**config.mk**
```make
export PLATFORM = sky130hd
export DESIGN_NAME = midi_message_framer_flat
export DESIGN_NICKNAME = d
export VERILOG_FILES = /design/src/rtl/core/mmf_pkg.sv /design/src/rtl/core/mmf_rx_if.sv /design/src/rtl/core/mmf_msg_if.sv /design/src/rtl/core/mmf_framer.sv /design/src/rtl/core/midi_message_framer.sv /design/src/flat_wrapper.sv
export SDC_FILE = /design/constraint.sdc
export NUM_CORES = 1
export LEC_CHECK = 0
export ABC_AREA = 1
export BUFFER_PORTS_ARGS = -buffer_cell sky130_fd_sc_hd__buf_2
export CAP_MARGIN = 5
export CORE_ASPECT_RATIO = 0.8
export CORE_MARGIN = 2
export CORE_UTILIZATION = 45
export CTS_CLUSTER_SIZE = 25
export DETAILED_ROUTE_END_ITERATION = 10
export PLACE_DENSITY = 0.67
export SYNTH_ARGS = -nofsm -noshare
export SYNTH_HDL_FRONTEND = slang
export SYNTH_SLANG_ARGS = --single-unit
export TNS_END_PERCENT = 1
```
**constraint.sdc**
```tcl
create_clock -name clk_i -period 2.65 [get_ports clk_i]
set_input_delay 0.265 -clock clk_i [delete_from_list [all_inputs] [get_ports clk_i]]
set_output_delay 0.265 -clock clk_i [all_outputs]
set_load 0.05 [all_outputs]
```
**src/rtl/core/mmf_pkg.sv**
```systemverilog
package mmf_pkg;

  localparam logic [7:0] StatusBit = 8'h80;

  // Upper nibble codes of channel messages
  localparam logic [3:0] NibNoteOff   = 4'h8;
  localparam logic [3:0] NibNoteOn    = 4'h9;
  localparam logic [3:0] NibPolyPress = 4'hA;
  localparam logic [3:0] NibControl   = 4'hB;
  localparam logic [3:0] NibProgram   = 4'hC;
  localparam logic [3:0] NibChanPress = 4'hD;
  localparam logic [3:0] NibPitchBend = 4'hE;

  // Lower nibble codes of system messages
  localparam logic [3:0] SysExStart  = 4'h0;
  localparam logic [3:0] SysTimeCode = 4'h1;
  localparam logic [3:0] SysSongPos  = 4'h2;
  localparam logic [3:0] SysSongSel  = 4'h3;
  localparam logic [3:0] SysExEnd    = 4'h7;
  localparam logic [3:0] SysClock    = 4'h8;

  localparam logic [1:0] LenNone  = 2'd0;
  localparam logic [1:0] LenOne   = 2'd1;
  localparam logic [1:0] LenTwo   = 2'd2;
  localparam logic [1:0] LenThree = 2'd3;

  typedef struct packed {
    logic [7:0] status_byte;
    logic [6:0] first_data;
    logic [6:0] second_data;
    logic [1:0] byte_count;
    logic [7:0] source_id;
  } msg_t;

  function automatic logic [1:0] msg_length(input logic [7:0] b);
    logic [1:0] len;
    len = LenTwo;
    case (b[7:4])
      NibNoteOff, NibNoteOn, NibPolyPress, NibControl, NibPitchBend: len = LenThree;
      NibProgram, NibChanPress: len = LenTwo;
      default: begin
        case (b[3:0])
          SysTimeCode, SysSongSel: len = LenTwo;
          SysSongPos:              len = LenThree;
          SysExEnd, SysClock:      len = LenOne;
          SysExStart:              len = LenNone;
          default:                 len = LenTwo;
        endcase
      end
    endcase
    return len;
  endfunction

endpackage

```
**src/rtl/core/mmf_rx_if.sv**
```systemverilog
interface mmf_rx_if;
  logic       valid;
  logic       ready;
  logic [7:0] rx_byte;

  modport source (output valid, output rx_byte, input ready);
  modport sink   (input valid, input rx_byte, output ready);
endinterface

```
**src/rtl/core/mmf_msg_if.sv**
```systemverilog
interface mmf_msg_if;
  logic       valid;
  logic       ready;
  logic [7:0] status_byte;
  logic [6:0] first_data;
  logic [6:0] second_data;
  logic [1:0] byte_count;
  logic [7:0] source_id;

  modport source (output valid, output status_byte, output first_data, output second_data,
                  output byte_count, output source_id, input ready);
  modport sink   (input valid, input status_byte, input first_data, input second_data,
                  input byte_count, input source_id, output ready);
endinterface

```
**src/rtl/core/mmf_framer.sv**
```systemverilog
module mmf_framer (
  input  logic          clk_i,
  input  logic          rst_ni,
  input  logic          en_i,
  input  logic [7:0]    byte_i,
  input  logic [7:0]    device_id_i,
  output logic          msg_valid_o,
  output mmf_pkg::msg_t msg_o
);

  logic [7:0] status_q, status_d;
  logic [6:0] data1_q, data1_d;
  logic [6:0] data2_q, data2_d;
  logic [1:0] pos_q, pos_d;
  logic [1:0] len_q, len_d;
  logic       taken;

  always_comb begin
    status_d = status_q;
    data1_d  = data1_q;
    data2_d  = data2_q;
    pos_d    = pos_q;
    len_d    = len_q;
    taken    = 1'b0;
    if (en_i) begin
      if ((byte_i & mmf_pkg::StatusBit) != 8'h00) begin
        // a status byte drops any partial message
        status_d = byte_i;
        pos_d    = 2'd1;
        len_d    = mmf_pkg::msg_length(byte_i);
        taken    = 1'b1;
      end else if (len_q != mmf_pkg::LenNone && pos_q != 2'd3) begin
        if (pos_q == 2'd2) begin
          data2_d = byte_i[6:0];
        end else begin
          data1_d = byte_i[6:0];
        end
        pos_d = pos_q + 2'd1;
        taken = 1'b1;
      end
    end

    msg_valid_o        = taken && len_d != mmf_pkg::LenNone && pos_d == len_d;
    msg_o.status_byte  = status_d;
    msg_o.first_data   = (len_d > mmf_pkg::LenOne) ? data1_d : 7'd0;
    msg_o.second_data  = (len_d > mmf_pkg::LenTwo) ? data2_d : 7'd0;
    msg_o.byte_count   = len_d;
    msg_o.source_id    = device_id_i;

    if (msg_valid_o) begin
      pos_d = 2'd0;
      len_d = mmf_pkg::LenNone;
    end
  end

  always_ff @(posedge clk_i or negedge rst_ni) begin
    if (!rst_ni) begin
      status_q <= 8'h00;
      data1_q  <= 7'd0;
      data2_q  <= 7'd0;
      pos_q    <= 2'd0;
      len_q    <= mmf_pkg::LenNone;
    end else begin
      status_q <= status_d;
      data1_q  <= data1_d;
      data2_q  <= data2_d;
      pos_q    <= pos_d;
      len_q    <= len_d;
    end
  end

endmodule

```
**src/rtl/core/midi_message_framer.sv**
```systemverilog
// MIDI message framer.
// rx_i carries raw MIDI bytes, one item per byte; msg_o carries one item per
// complete message (status byte, up to two data bytes, byte count, source id).
// cfg_we_i/cfg_wdata_i write the device id copied into every message; write it
// only while no byte is in flight.
// An accepted byte is captured in the input register and framed from there;
// a message it completes is registered in the output register and shown on msg_o.
// One byte is accepted per cycle while msg_o is not stalled; while a finished
// message waits on msg_o the input register can still take one more byte.
// Bytes that complete no message (data bytes, sysex contents, stray data)
// produce no item.
// Reset clears the framing state, the device id and the valid flags of both
// registers; no message is open afterwards.
// When the receiver holds msg_o.ready low the message holds, the byte in the
// input register waits, and rx_i.ready drops once that register is full.
module midi_message_framer (
  input  logic       clk_i,
  input  logic       rst_ni,
  input  logic       cfg_we_i,
  input  logic [7:0] cfg_wdata_i,
  mmf_rx_if.sink     rx_i,
  mmf_msg_if.source  msg_o
);

  logic          in_valid_q;
  logic [7:0]    in_byte_q;
  logic          out_valid_q;
  mmf_pkg::msg_t out_q;
  logic [7:0]    device_id_q;
  logic          out_free;
  logic          advance;
  logic          res_valid;
  mmf_pkg::msg_t res;

  assign out_free   = !out_valid_q || msg_o.ready;
  assign advance    = in_valid_q && out_free;
  assign rx_i.ready = !in_valid_q || out_free;

  mmf_framer u_framer (
    .clk_i       (clk_i),
    .rst_ni      (rst_ni),
    .en_i        (advance),
    .byte_i      (in_byte_q),
    .device_id_i (device_id_q),
    .msg_valid_o (res_valid),
    .msg_o       (res)
  );

  always_ff @(posedge clk_i or negedge rst_ni) begin
    if (!rst_ni) begin
      device_id_q <= 8'h00;
    end else if (cfg_we_i) begin
      device_id_q <= cfg_wdata_i;
    end
  end

  always_ff @(posedge clk_i or negedge rst_ni) begin
    if (!rst_ni) begin
      in_valid_q <= 1'b0;
    end else if (rx_i.ready) begin
      in_valid_q <= rx_i.valid;
    end
  end

  always_ff @(posedge clk_i) begin
    if (rx_i.ready && rx_i.valid) begin
      in_byte_q <= rx_i.rx_byte;
    end
  end

  always_ff @(posedge clk_i or negedge rst_ni) begin
    if (!rst_ni) begin
      out_valid_q <= 1'b0;
    end else if (out_free) begin
      out_valid_q <= advance && res_valid;
    end
  end

  always_ff @(posedge clk_i) begin
    if (advance && res_valid) begin
      out_q <= res;
    end
  end

  assign msg_o.valid       = out_valid_q;
  assign msg_o.status_byte = out_q.status_byte;
  assign msg_o.first_data  = out_q.first_data;
  assign msg_o.second_data = out_q.second_data;
  assign msg_o.byte_count  = out_q.byte_count;
  assign msg_o.source_id   = out_q.source_id;

endmodule
```
**src/flat_wrapper.sv**
```systemverilog
// flat-port wrapper written by rule: the top's interface ports become plain ports
module midi_message_framer_flat 
  (clk_i, rst_ni, cfg_we_i, cfg_wdata_i, rx_i_valid, rx_i_rx_byte, rx_i_ready, msg_o_valid, msg_o_status_byte, msg_o_first_data, msg_o_second_data, msg_o_byte_count, msg_o_source_id, msg_o_ready);
  mmf_rx_if rx_i_i ();
  mmf_msg_if msg_o_i ();
  input  logic clk_i;
  input  logic rst_ni;
  input  logic cfg_we_i;
  input  logic [7:0] cfg_wdata_i;
  input wire logic [$bits(rx_i_i.valid)-1:0] rx_i_valid;
  input wire logic [$bits(rx_i_i.rx_byte)-1:0] rx_i_rx_byte;
  output wire logic [$bits(rx_i_i.ready)-1:0] rx_i_ready;
  output wire logic [$bits(msg_o_i.valid)-1:0] msg_o_valid;
  output wire logic [$bits(msg_o_i.status_byte)-1:0] msg_o_status_byte;
  output wire logic [$bits(msg_o_i.first_data)-1:0] msg_o_first_data;
  output wire logic [$bits(msg_o_i.second_data)-1:0] msg_o_second_data;
  output wire logic [$bits(msg_o_i.byte_count)-1:0] msg_o_byte_count;
  output wire logic [$bits(msg_o_i.source_id)-1:0] msg_o_source_id;
  input wire logic [$bits(msg_o_i.ready)-1:0] msg_o_ready;
  assign rx_i_i.valid = rx_i_valid;
  assign rx_i_i.rx_byte = rx_i_rx_byte;
  assign rx_i_ready = rx_i_i.ready;
  assign msg_o_valid = msg_o_i.valid;
  assign msg_o_status_byte = msg_o_i.status_byte;
  assign msg_o_first_data = msg_o_i.first_data;
  assign msg_o_second_data = msg_o_i.second_data;
  assign msg_o_byte_count = msg_o_i.byte_count;
  assign msg_o_source_id = msg_o_i.source_id;
  assign msg_o_i.ready = msg_o_ready;
  midi_message_framer u_core (.clk_i(clk_i), .rst_ni(rst_ni), .cfg_we_i(cfg_we_i), .cfg_wdata_i(cfg_wdata_i), .rx_i(rx_i_i), .msg_o(msg_o_i));
endmodule
```
==> impl_summary.md, run 1 <==
Run status
The flow ran to the end, and the final reports show no timing, DRC or antenna violations.

Place
The HPWL after detailed placement is between 3 and 4 mm. The congestion estimate from routability-driven global placement came to a little under 0.8. The cell area after placement is roughly 0.0033 mm^2.

The number of buffers added on ports is 54.

GRT
For this run the aggregate overflow at the end of global routing stands at 0. Entering global routing, the biggest net connects 37 pins. The number of antenna violations at the first check in global routing is 0.

The global-route wire length before repair is approximately 8.5 mm. The via count of the first global-routing pass is about 1700. Global routing used ~16% of the available tracks across all layers.

STA
For the final database, setup skew stands at between 10 and 15 ps. The transition at the pin with the smallest max-transition slack is around 800 ps. The final count of hold timing violations is 0. The relative slew slack is about 45%.

The final number of setup-violating endpoints is 0. The maximum achievable frequency is approximately 0.46 GHz. The total count of max-transition violations in the final report is 0. Setup total negative slack on the finished layout was measured at 0 ps. The period utilization is roughly 83%. Setup repair after global routing left no endpoint under its margin. The time the final worst path needs with I/O delays and setup is 2190 ps. The worst hold slack across all endpoints is roughly 1.5 ps.

Floorplanning
The effective utilization at floorplan is about 46%. The initialized floorplan defines 26 standard-cell rows. The floorplan step set the die height to 76.2 um. Pin placement for this block handled 55 I/O pins. The standard cell core area is 0.00634 mm^2.

The die outline area is between 0.007 and 0.008 mm^2. The floorplan die width is 94.3 um.

Yosys
The register bit count reported by yosys is 76. Averaged over all synthesized cells, the footprint is 12.3 um^2. The sequential element share of the synthesized area is a little under three quarters.

Summing every instance area after synthesis gives between 0.002 and 0.003 mm^2. Synthesis produced approximately 240 cells. The distinct cell type count after synthesis is 25.

The net count of the mapped netlist is around 260. During synthesis, Yosys emitted a total of 0 warnings.

Setup path
Walking the worst path, the cells encountered are ha_1, o21bai_1, nor2_2, nand2_1, nand3_1, inv_1, nand2_1, nand2_2, nor2_4, buf_4. Data arrives at the worst endpoint at 2240 ps. The worst reg-to-reg path cell count is 10. The slowest stage of the critical path belongs to the cell dfrtp_1. The worst setup path is of the flop to flop kind. The worst setup path is launched from a flop. For this run, the slowest stage of the critical path takes around 400 ps. Along the worst path, the maximum fanout reaches 13. The most numerous cell type found on the critical path is nand2_1. The worst setup path is captured at a flop. The critical path required time is ~2700 ps.

Power and ir drop
The analysis attributes to cell leakage a power of between 1.5 and 2 nW. The total power per unit cell area is 1220 mW/mm^2. The worst IR drop on VDD is ~0.5 mV.

Route
The post-detailed-route DRC marker count is 0. Detailed routing inserted a total of 1808 vias. The number of violations reported at the end of detailed-routing iteration 0 is about 150. In the routed layout, each cell is associated on average with a via count of approximately 4.6. The first detailed-routing pass took 4 iterations. Summed over all layers, the routed wires come to between 5 and 6 mm.

The wire length per cell after detailed routing is approximately 13 um. The remaining antenna violation count after routing is 0.

Final layout
The number of nets in the layout is around 320. Compared with the post-synthesis result, the final layout area differs by 20.0%. 0 antenna diodes ended up in the layout. After filler insertion, the fill cell instance count of the layout stands at around 560.

Across the whole layout, storage elements account for around 0.0021 mm^2. Cells with a size suffix above 1 make up around 32% of the layout. The post-route cell area is roughly 0.0035 mm^2. Cells fill between 50% and 60% of the core in the end.

Summing all multi-input logic gate instances after layout gives approximately 680 um^2.

Clocking
The total number of clock tree sinks is 76. TritonCTS built the clock tree. Counting the buffers created by CTS gives 9. The clock latency on the worst-skew pair is between 300 and 400 ps.

Clock-pin slew was measured on the worst setup and hold paths at about 90 ps. The longest clock path from root to sink contains 2 buffers. CTS placed an instance of clkbuf_8 at the clock tree root. Post-CTS repair changed the size of 0 cells. The H-tree depth is 3. The number of hold buffers added after CTS was 0. After clock tree synthesis, the setup repair step added 0 buffers.

Run
Across the run, the number of max-cap violations was 0.

Worst hold path
The classification of the worst-slack hold path is primary input to asynchronous set/reset pin.
-- worst max-delay path, delay by kind of cell (launching register included) --
| family | cells | cell delay [ps] |
|---|---|---|
| simple gates | 6 | 740 |
| fa+ha+maj | 1 | 220 |
| flops | 1 | 410 |
| buf+inv | 2 | 360 |
| compound gates | 1 | 170 |
-- kinds of logic (layout without fill, tap and decap cells) --
logic type / after synthesis / count (layout) / synth area share (%)
flops: 76 / 76 / 71.6
simple gates: 90 / 90 / 14.1
buf+inv: 37 / 105 / 5.12
mux: 8 / 8 / 3.07
compound gates: 25 / 25 / 5.20
fa+ha+maj: 2 / 2 / 0.853
-- final timing paths --
check / start / end / slack [ps]
max in group asynchronous: rst_ni / u_core.u_framer.len_q[0] / 2120
worst max-delay path: u_core.u_framer.pos_q[0] / u_core.msg_o.second_data[0] / 460
min in group clk_i: rx_i_rx_byte[5] / u_core.in_byte_q[5] / 90
worst max register to register: u_core.u_framer.pos_q[0] / u_core.msg_o.second_data[0] / 460
worst min register to register: u_core.device_id_q[0] / u_core.msg_o.source_id[0] / 440
worst min-delay path: rst_ni / u_core.device_id_q[7] / 1
-- synthesized netlist by cell type (all sizes together) --
cell type	count	area share [%]
and2	7	1.5
buf	2	0.64
nand3	11	2.2
or2	2	0.43
ha	2	0.85
mux2	8	3.1
edfxtp	40	41
inv	33	4.2
o21bai	1	0.26
dfrtp	36	31
a21boi	1	0.64
nor2	22	3.2
nand2	48	6.7
o21ai	23	4.3
clkbuf	2	0.26
-- power breakdown --
| part | total [mW] | switching (mW) | internal (mW) | leakage (nW) |
|---|---|---|---|---|
| Combinational | 1.52 | 1.14 | 0.373 | 0.707 |
| Clock | 0.964 | 0.429 | 0.534 | 0.110 |
| Sequential | 1.82 | 0.117 | 1.70 | 0.793 |
-- area by class of cell --
cell class                 instances  share of cell area (%)
clock buffer                       9                    3.52
clock inverter                     7                    2.81
sequential                        76                    59.7
inverter                          33                    3.52
multi-input combinational        125                    19.4
tap                               84                    2.99
timing repair buffer              56                    8.10
-- sequential cells by signal, indices dropped and copies added (netlist names) --
signal                    count
u_core.msg_o.first_data       7
u_core.u_framer.data2_q       7
u_core.msg_o.byte_count       2
u_core.in_valid_q             1
u_core.in_byte_q              8
u_core.msg_o.valid            1
u_core.u_framer.status_q      8
u_core.msg_o.source_id        8
u_core.u_framer.pos_q         2
u_core.device_id_q            8
u_core.u_framer.data1_q       7
u_core.msg_o.status_byte      8
u_core.msg_o.second_data      7
u_core.u_framer.len_q         2
-- layout by cell type, fill, tap and decap left out, types with 7 or more instances in the layout --
master,n
buf_2,54
nand3_1,9
and2_1,7
clkbuf_8,9
dfrtp_1,36
nand2_1,43
nor2_1,19
mux2_2,8
o21ai_0,16
edfxtp_1,40
inv_1,30
-- layer usage --
metal  vias to the layer above  share of wire [%]  track usage, %
li1                        898                  -               -
met1                       851                 49            22.5
met2                        48                 43            22.5
met3                        11                5.5            5.54
met4                         0                2.0            7.10
met5                         -                  0               0
-- stage by stage --
stage                     cells  setup slack (ps)  total power, mW
after floorplan             238               271             3.01
after global placement      374               505             3.34
after detailed placement    374               449             3.37
after CTS                   390               442             4.34
after global routing        390               255             4.56
final                       390               461             4.29
No activity file was read; power rests on OpenSTA's default activity.
==> inputs of run 2 (changes only) <==
==> constraint.sdc (replaced) <==
create_clock -name clk_i -period 2.1 [get_ports clk_i]
set_input_delay 0.21 -clock clk_i [delete_from_list [all_inputs] [get_ports clk_i]]
set_output_delay 0.21 -clock clk_i [all_outputs]
set_load 0.05 [all_outputs]
==> impl_summary.md, run 2 (synthesis results as in run 1) <==
Final layout
The post-route cell area is 0.00357 mm^2 (+1.5%). The area overhead of the layout relative to synthesis is 21.8%. The core utilization of the finished layout is 56.3% (+0.83 points). The number of diodes added for antenna fixing is 0 (unchanged). In the layout the commonest cells are buf_2 (54), nand2_1 (42), edfxtp_1 (40).

The number of standard cells in the layout, taps in and fillers out is 394 (+1.0%). The number of nets in the layout was 328 (+1.2%). The fill cell total of the finished layout is 552 (-1.8%). The fraction of final layout cells sized beyond drive strength 1 is 33.2% (+1.2 points). The commonest non-fill, non-tap cell in the layout is buf_2.

Setup path
The path length in cells of the critical path came to 10 (unchanged). The number of buffer and inverter instances along the worst setup path is 2 (unchanged). The worst reg-to-reg path cell count is 10 (unchanged).

The worst setup slack for register-to-register paths is 160 ps (-300 ps). The largest fanout on the critical path came to 14 (+1). The startpoint kind of the worst setup timing path is a flop. The launch instance of the worst register-to-register path is u_core.u_framer.pos_q[0]. The kind of cell adding the most delay to the critical path is simple AND/OR/NAND/NOR gates. The data arrival time of the critical path is 1990 ps (-250 ps). The delay of the slowest critical-path stage came to 400 ps (about the same). The setup path with the least slack is of type flop to flop.

In this run the critical register-to-register path is captured at u_core.msg_o.second_data[3]. Walking the worst path, the cells encountered are ha_1, o21bai_1, nor2_2, nand2_1, nand3_1, inv_1, nand2_1, nand2_2, nor2_4, buf_6. The worst setup path is captured at a flop. The critical path required time is 2150 ps (-550 ps). The library cell appearing most often on the critical path is nand2_1. The slowest library cell on the worst path is dfrtp_1.

Clocking
The clock tree root buffer cell is clkbuf_8. The CTS tree is done. The H-tree depth came to 3 (unchanged).

The clock latency on the worst-skew pair is 340 ps (about the same). The TritonCTS buffer count is 9 (unchanged). The number of buffers on the longest clock path is 2 (unchanged). The total number of clock tree sinks is 76 (unchanged). The number of post-CTS setup repair buffers was 0 (unchanged). The clock transition at the registers of the reported paths is 80 ps (about the same).

Power and ir drop
The register share of total power was 42.1% (-0.2 points). The total power was 5.45 mW (+27%). The static leakage is 1.63 nW (+1.3%). The worst IR drop on VDD is 0.655 mV (+31%). The internal portion of total power is 3.33 mW (+28%). The total power per unit cell area is 1520 mW/mm^2 (+25%). The share of power burned in combinational logic is 35.8% (+0.5 points).

The switching power as a share of total power is 38.9% (-0.43 points). The clock group share of total power was 22.2% (-0.2 points). The net switching power of the design was 2.12 mW (+25%).

Route
The number of vias per cell after detailed routing was 4.55 (-1.8%). The routed length on met3 is 306 um (+8.5%). The remaining antenna violation count after routing is 0 (unchanged). The total routed wire length on the met1 layer is 2.38 mm (-5.0%). The topmost layer with routed signal wires is met4. The total iterations of the first detailed-routing run is 4 (unchanged). The wire length per cell after detailed routing was 12.6 um (-3.8%). The number of violations reported at the end of detailed-routing iteration 0 is 102 (-30%). The final wirelength came to 4.95 mm (-2.8%).

The met2 wire length is 2.21 mm (+0.59%). The routed via count is 1794 (-0.77%). The post-detailed-route DRC marker count was 0 (unchanged).

Place
The HPWL after detailed placement was 3.47 mm (-2.2%). The number of cells after detailed placement came to 377 (+0.80%). The post-placement worst setup slack is 123 ps (-326 ps).

The weighted congestion reported at the end of routability-driven placement came to 0.852 (+9.1%). The number of buffers added on ports is 54 (unchanged). The cell area after placement came to 0.00334 mm^2 (+1.2%).

GRT
The global-route wire length before repair is 8.27 mm (-3.0%). The number of antenna violations at the first check in global routing is 0 (unchanged). The via count of the first global-routing pass is 1704 (-2.5%).

The global route total overflow is 0 (unchanged). The combined global-route utilization of all metal layers is 15.6% (-0.37 points). The largest net degree at the start of global routing came to 24 (-35%).

STA
The final number of setup-violating endpoints came to 0 (unchanged). Setup repair after global routing left no endpoint under its margin. The relative slew slack is 64.6% (+20 points). The worst hold slack across all endpoints is 41.0 ps (+39.5 ps). The time the final worst path needs with I/O delays and setup is 1940 ps (-247 ps). The final critical-path setup slack is 158 ps (-303 ps).

The transition at the pin with the smallest max-transition slack was 530 ps (-294 ps). The total count of max-transition violations in the final report came to 0 (unchanged). The maximum achievable frequency is 0.515 GHz (+13%). The setup total negative slack is 0 ps (unchanged).

The final count of hold timing violations is 0 (unchanged). The maximum clock skew at final layout is 8.99 ps (-1.56 ps). The period utilization is 92.5% (+9.9 points).

Run
The number of maximum-capacitance violations is 0 (unchanged).

Floorplanning
The floorplan die width is 94.3 um (unchanged). The placement row count is 26 (unchanged). The effective utilization at floorplan is 46.3% (unchanged). The overall die height is 76.2 um (unchanged).

The count of boundary I/O pins is 55 (unchanged). The standard cell core area is 0.00634 mm^2 (unchanged). The die outline area is 0.00719 mm^2 (unchanged).

Worst hold path
The launch point of the worst hold path is rx_i_rx_byte[5]. The classification of the worst-slack hold path is primary input to flop. The end point of the worst hold path is u_core.in_byte_q[5].

Counting instances, the worst hold path has a depth of 1.

Run status
The flow ran to the end, and the final reports show no timing, DRC or antenna violations.
## run 2: changes by cell type in the layout (fill, tap and decap cells not counted)
| cell | change |
|---|---|
| buf_12 | +1 |
| buf_6 | +1 |
| nand2_2 | +1 |
| buf_4 | +1 |
| dfrtp_1 | -1 |
| dfrtp_2 | +1 |
| nand2_1 | -1 |
| dlygate4sd3_1 | +1 |
## run 2: worst reg2reg max path, cell delays in order, from the launching register on
cell	delay (ps)
dfrtp_1	400
ha_1	220
o21bai_1	160
nor2_2	150
nand2_1	70
nand3_1	100
inv_1	60
nand2_1	70
nand2_2	70
nor2_4	140
buf_6	200
## run 2: how the worst max path moves through the flow
stage                             start                     endpoint  slack (ps)
4_1_cts        u_core.u_framer.pos_q[0]  u_core.msg_o.second_data[3]         120
6_report       u_core.u_framer.pos_q[0]  u_core.msg_o.second_data[3]         160
2_1_floorplan        u_core.msg_o.valid   u_core.msg_o.byte_count[0]         -90
3_3_place_gp   u_core.u_framer.pos_q[0]  u_core.msg_o.status_byte[0]         180
3_5_place_dp   u_core.u_framer.pos_q[0]  u_core.msg_o.second_data[4]         120
5_1_grt        u_core.u_framer.pos_q[0]  u_core.msg_o.status_byte[0]          20
## run 2: routing by layer
layer | vias to the layer above | GRT usage (%)
met4 | 0 | 6.09
met5 | - | 0
li1 | 913 | -
met1 | 826 | 21.7
met3 | 5 | 6.73
met2 | 50 | 21.7
## run 2: area by class of cell
class | instances | area, um^2 | share of cell area (%)
multi-input cells | 125 | 684 | 19.2
clock buffers | 9 | 124 | 3.47
well taps | 84 | 105 | 2.94
flip-flops and latches | 76 | 2100 | 58.9
inverters | 33 | 124 | 3.47
clock inverters | 7 | 98.8 | 2.77
repair buffers | 60 | 334 | 9.35
## run 2: repair_timing
action	CTS	global route
endpoints found under the setup margin	0	10
resized for setup	0	1
endpoints found under the hold margin	22	0
hold buffers	1	0
## run 2: power groups by stage
stage / Combinational [mW] / Sequential (mW) / Clock [mW]
2_1_floorplan: 0.787 / 3.01 / 0
3_3_place_gp: 1.93 / 2.31 / 0
3_5_place_dp: 1.95 / 2.32 / 0
4_1_cts: 1.96 / 2.29 / 1.25
5_1_grt: 2.15 / 2.33 / 1.32
6_report: 1.95 / 2.29 / 1.21
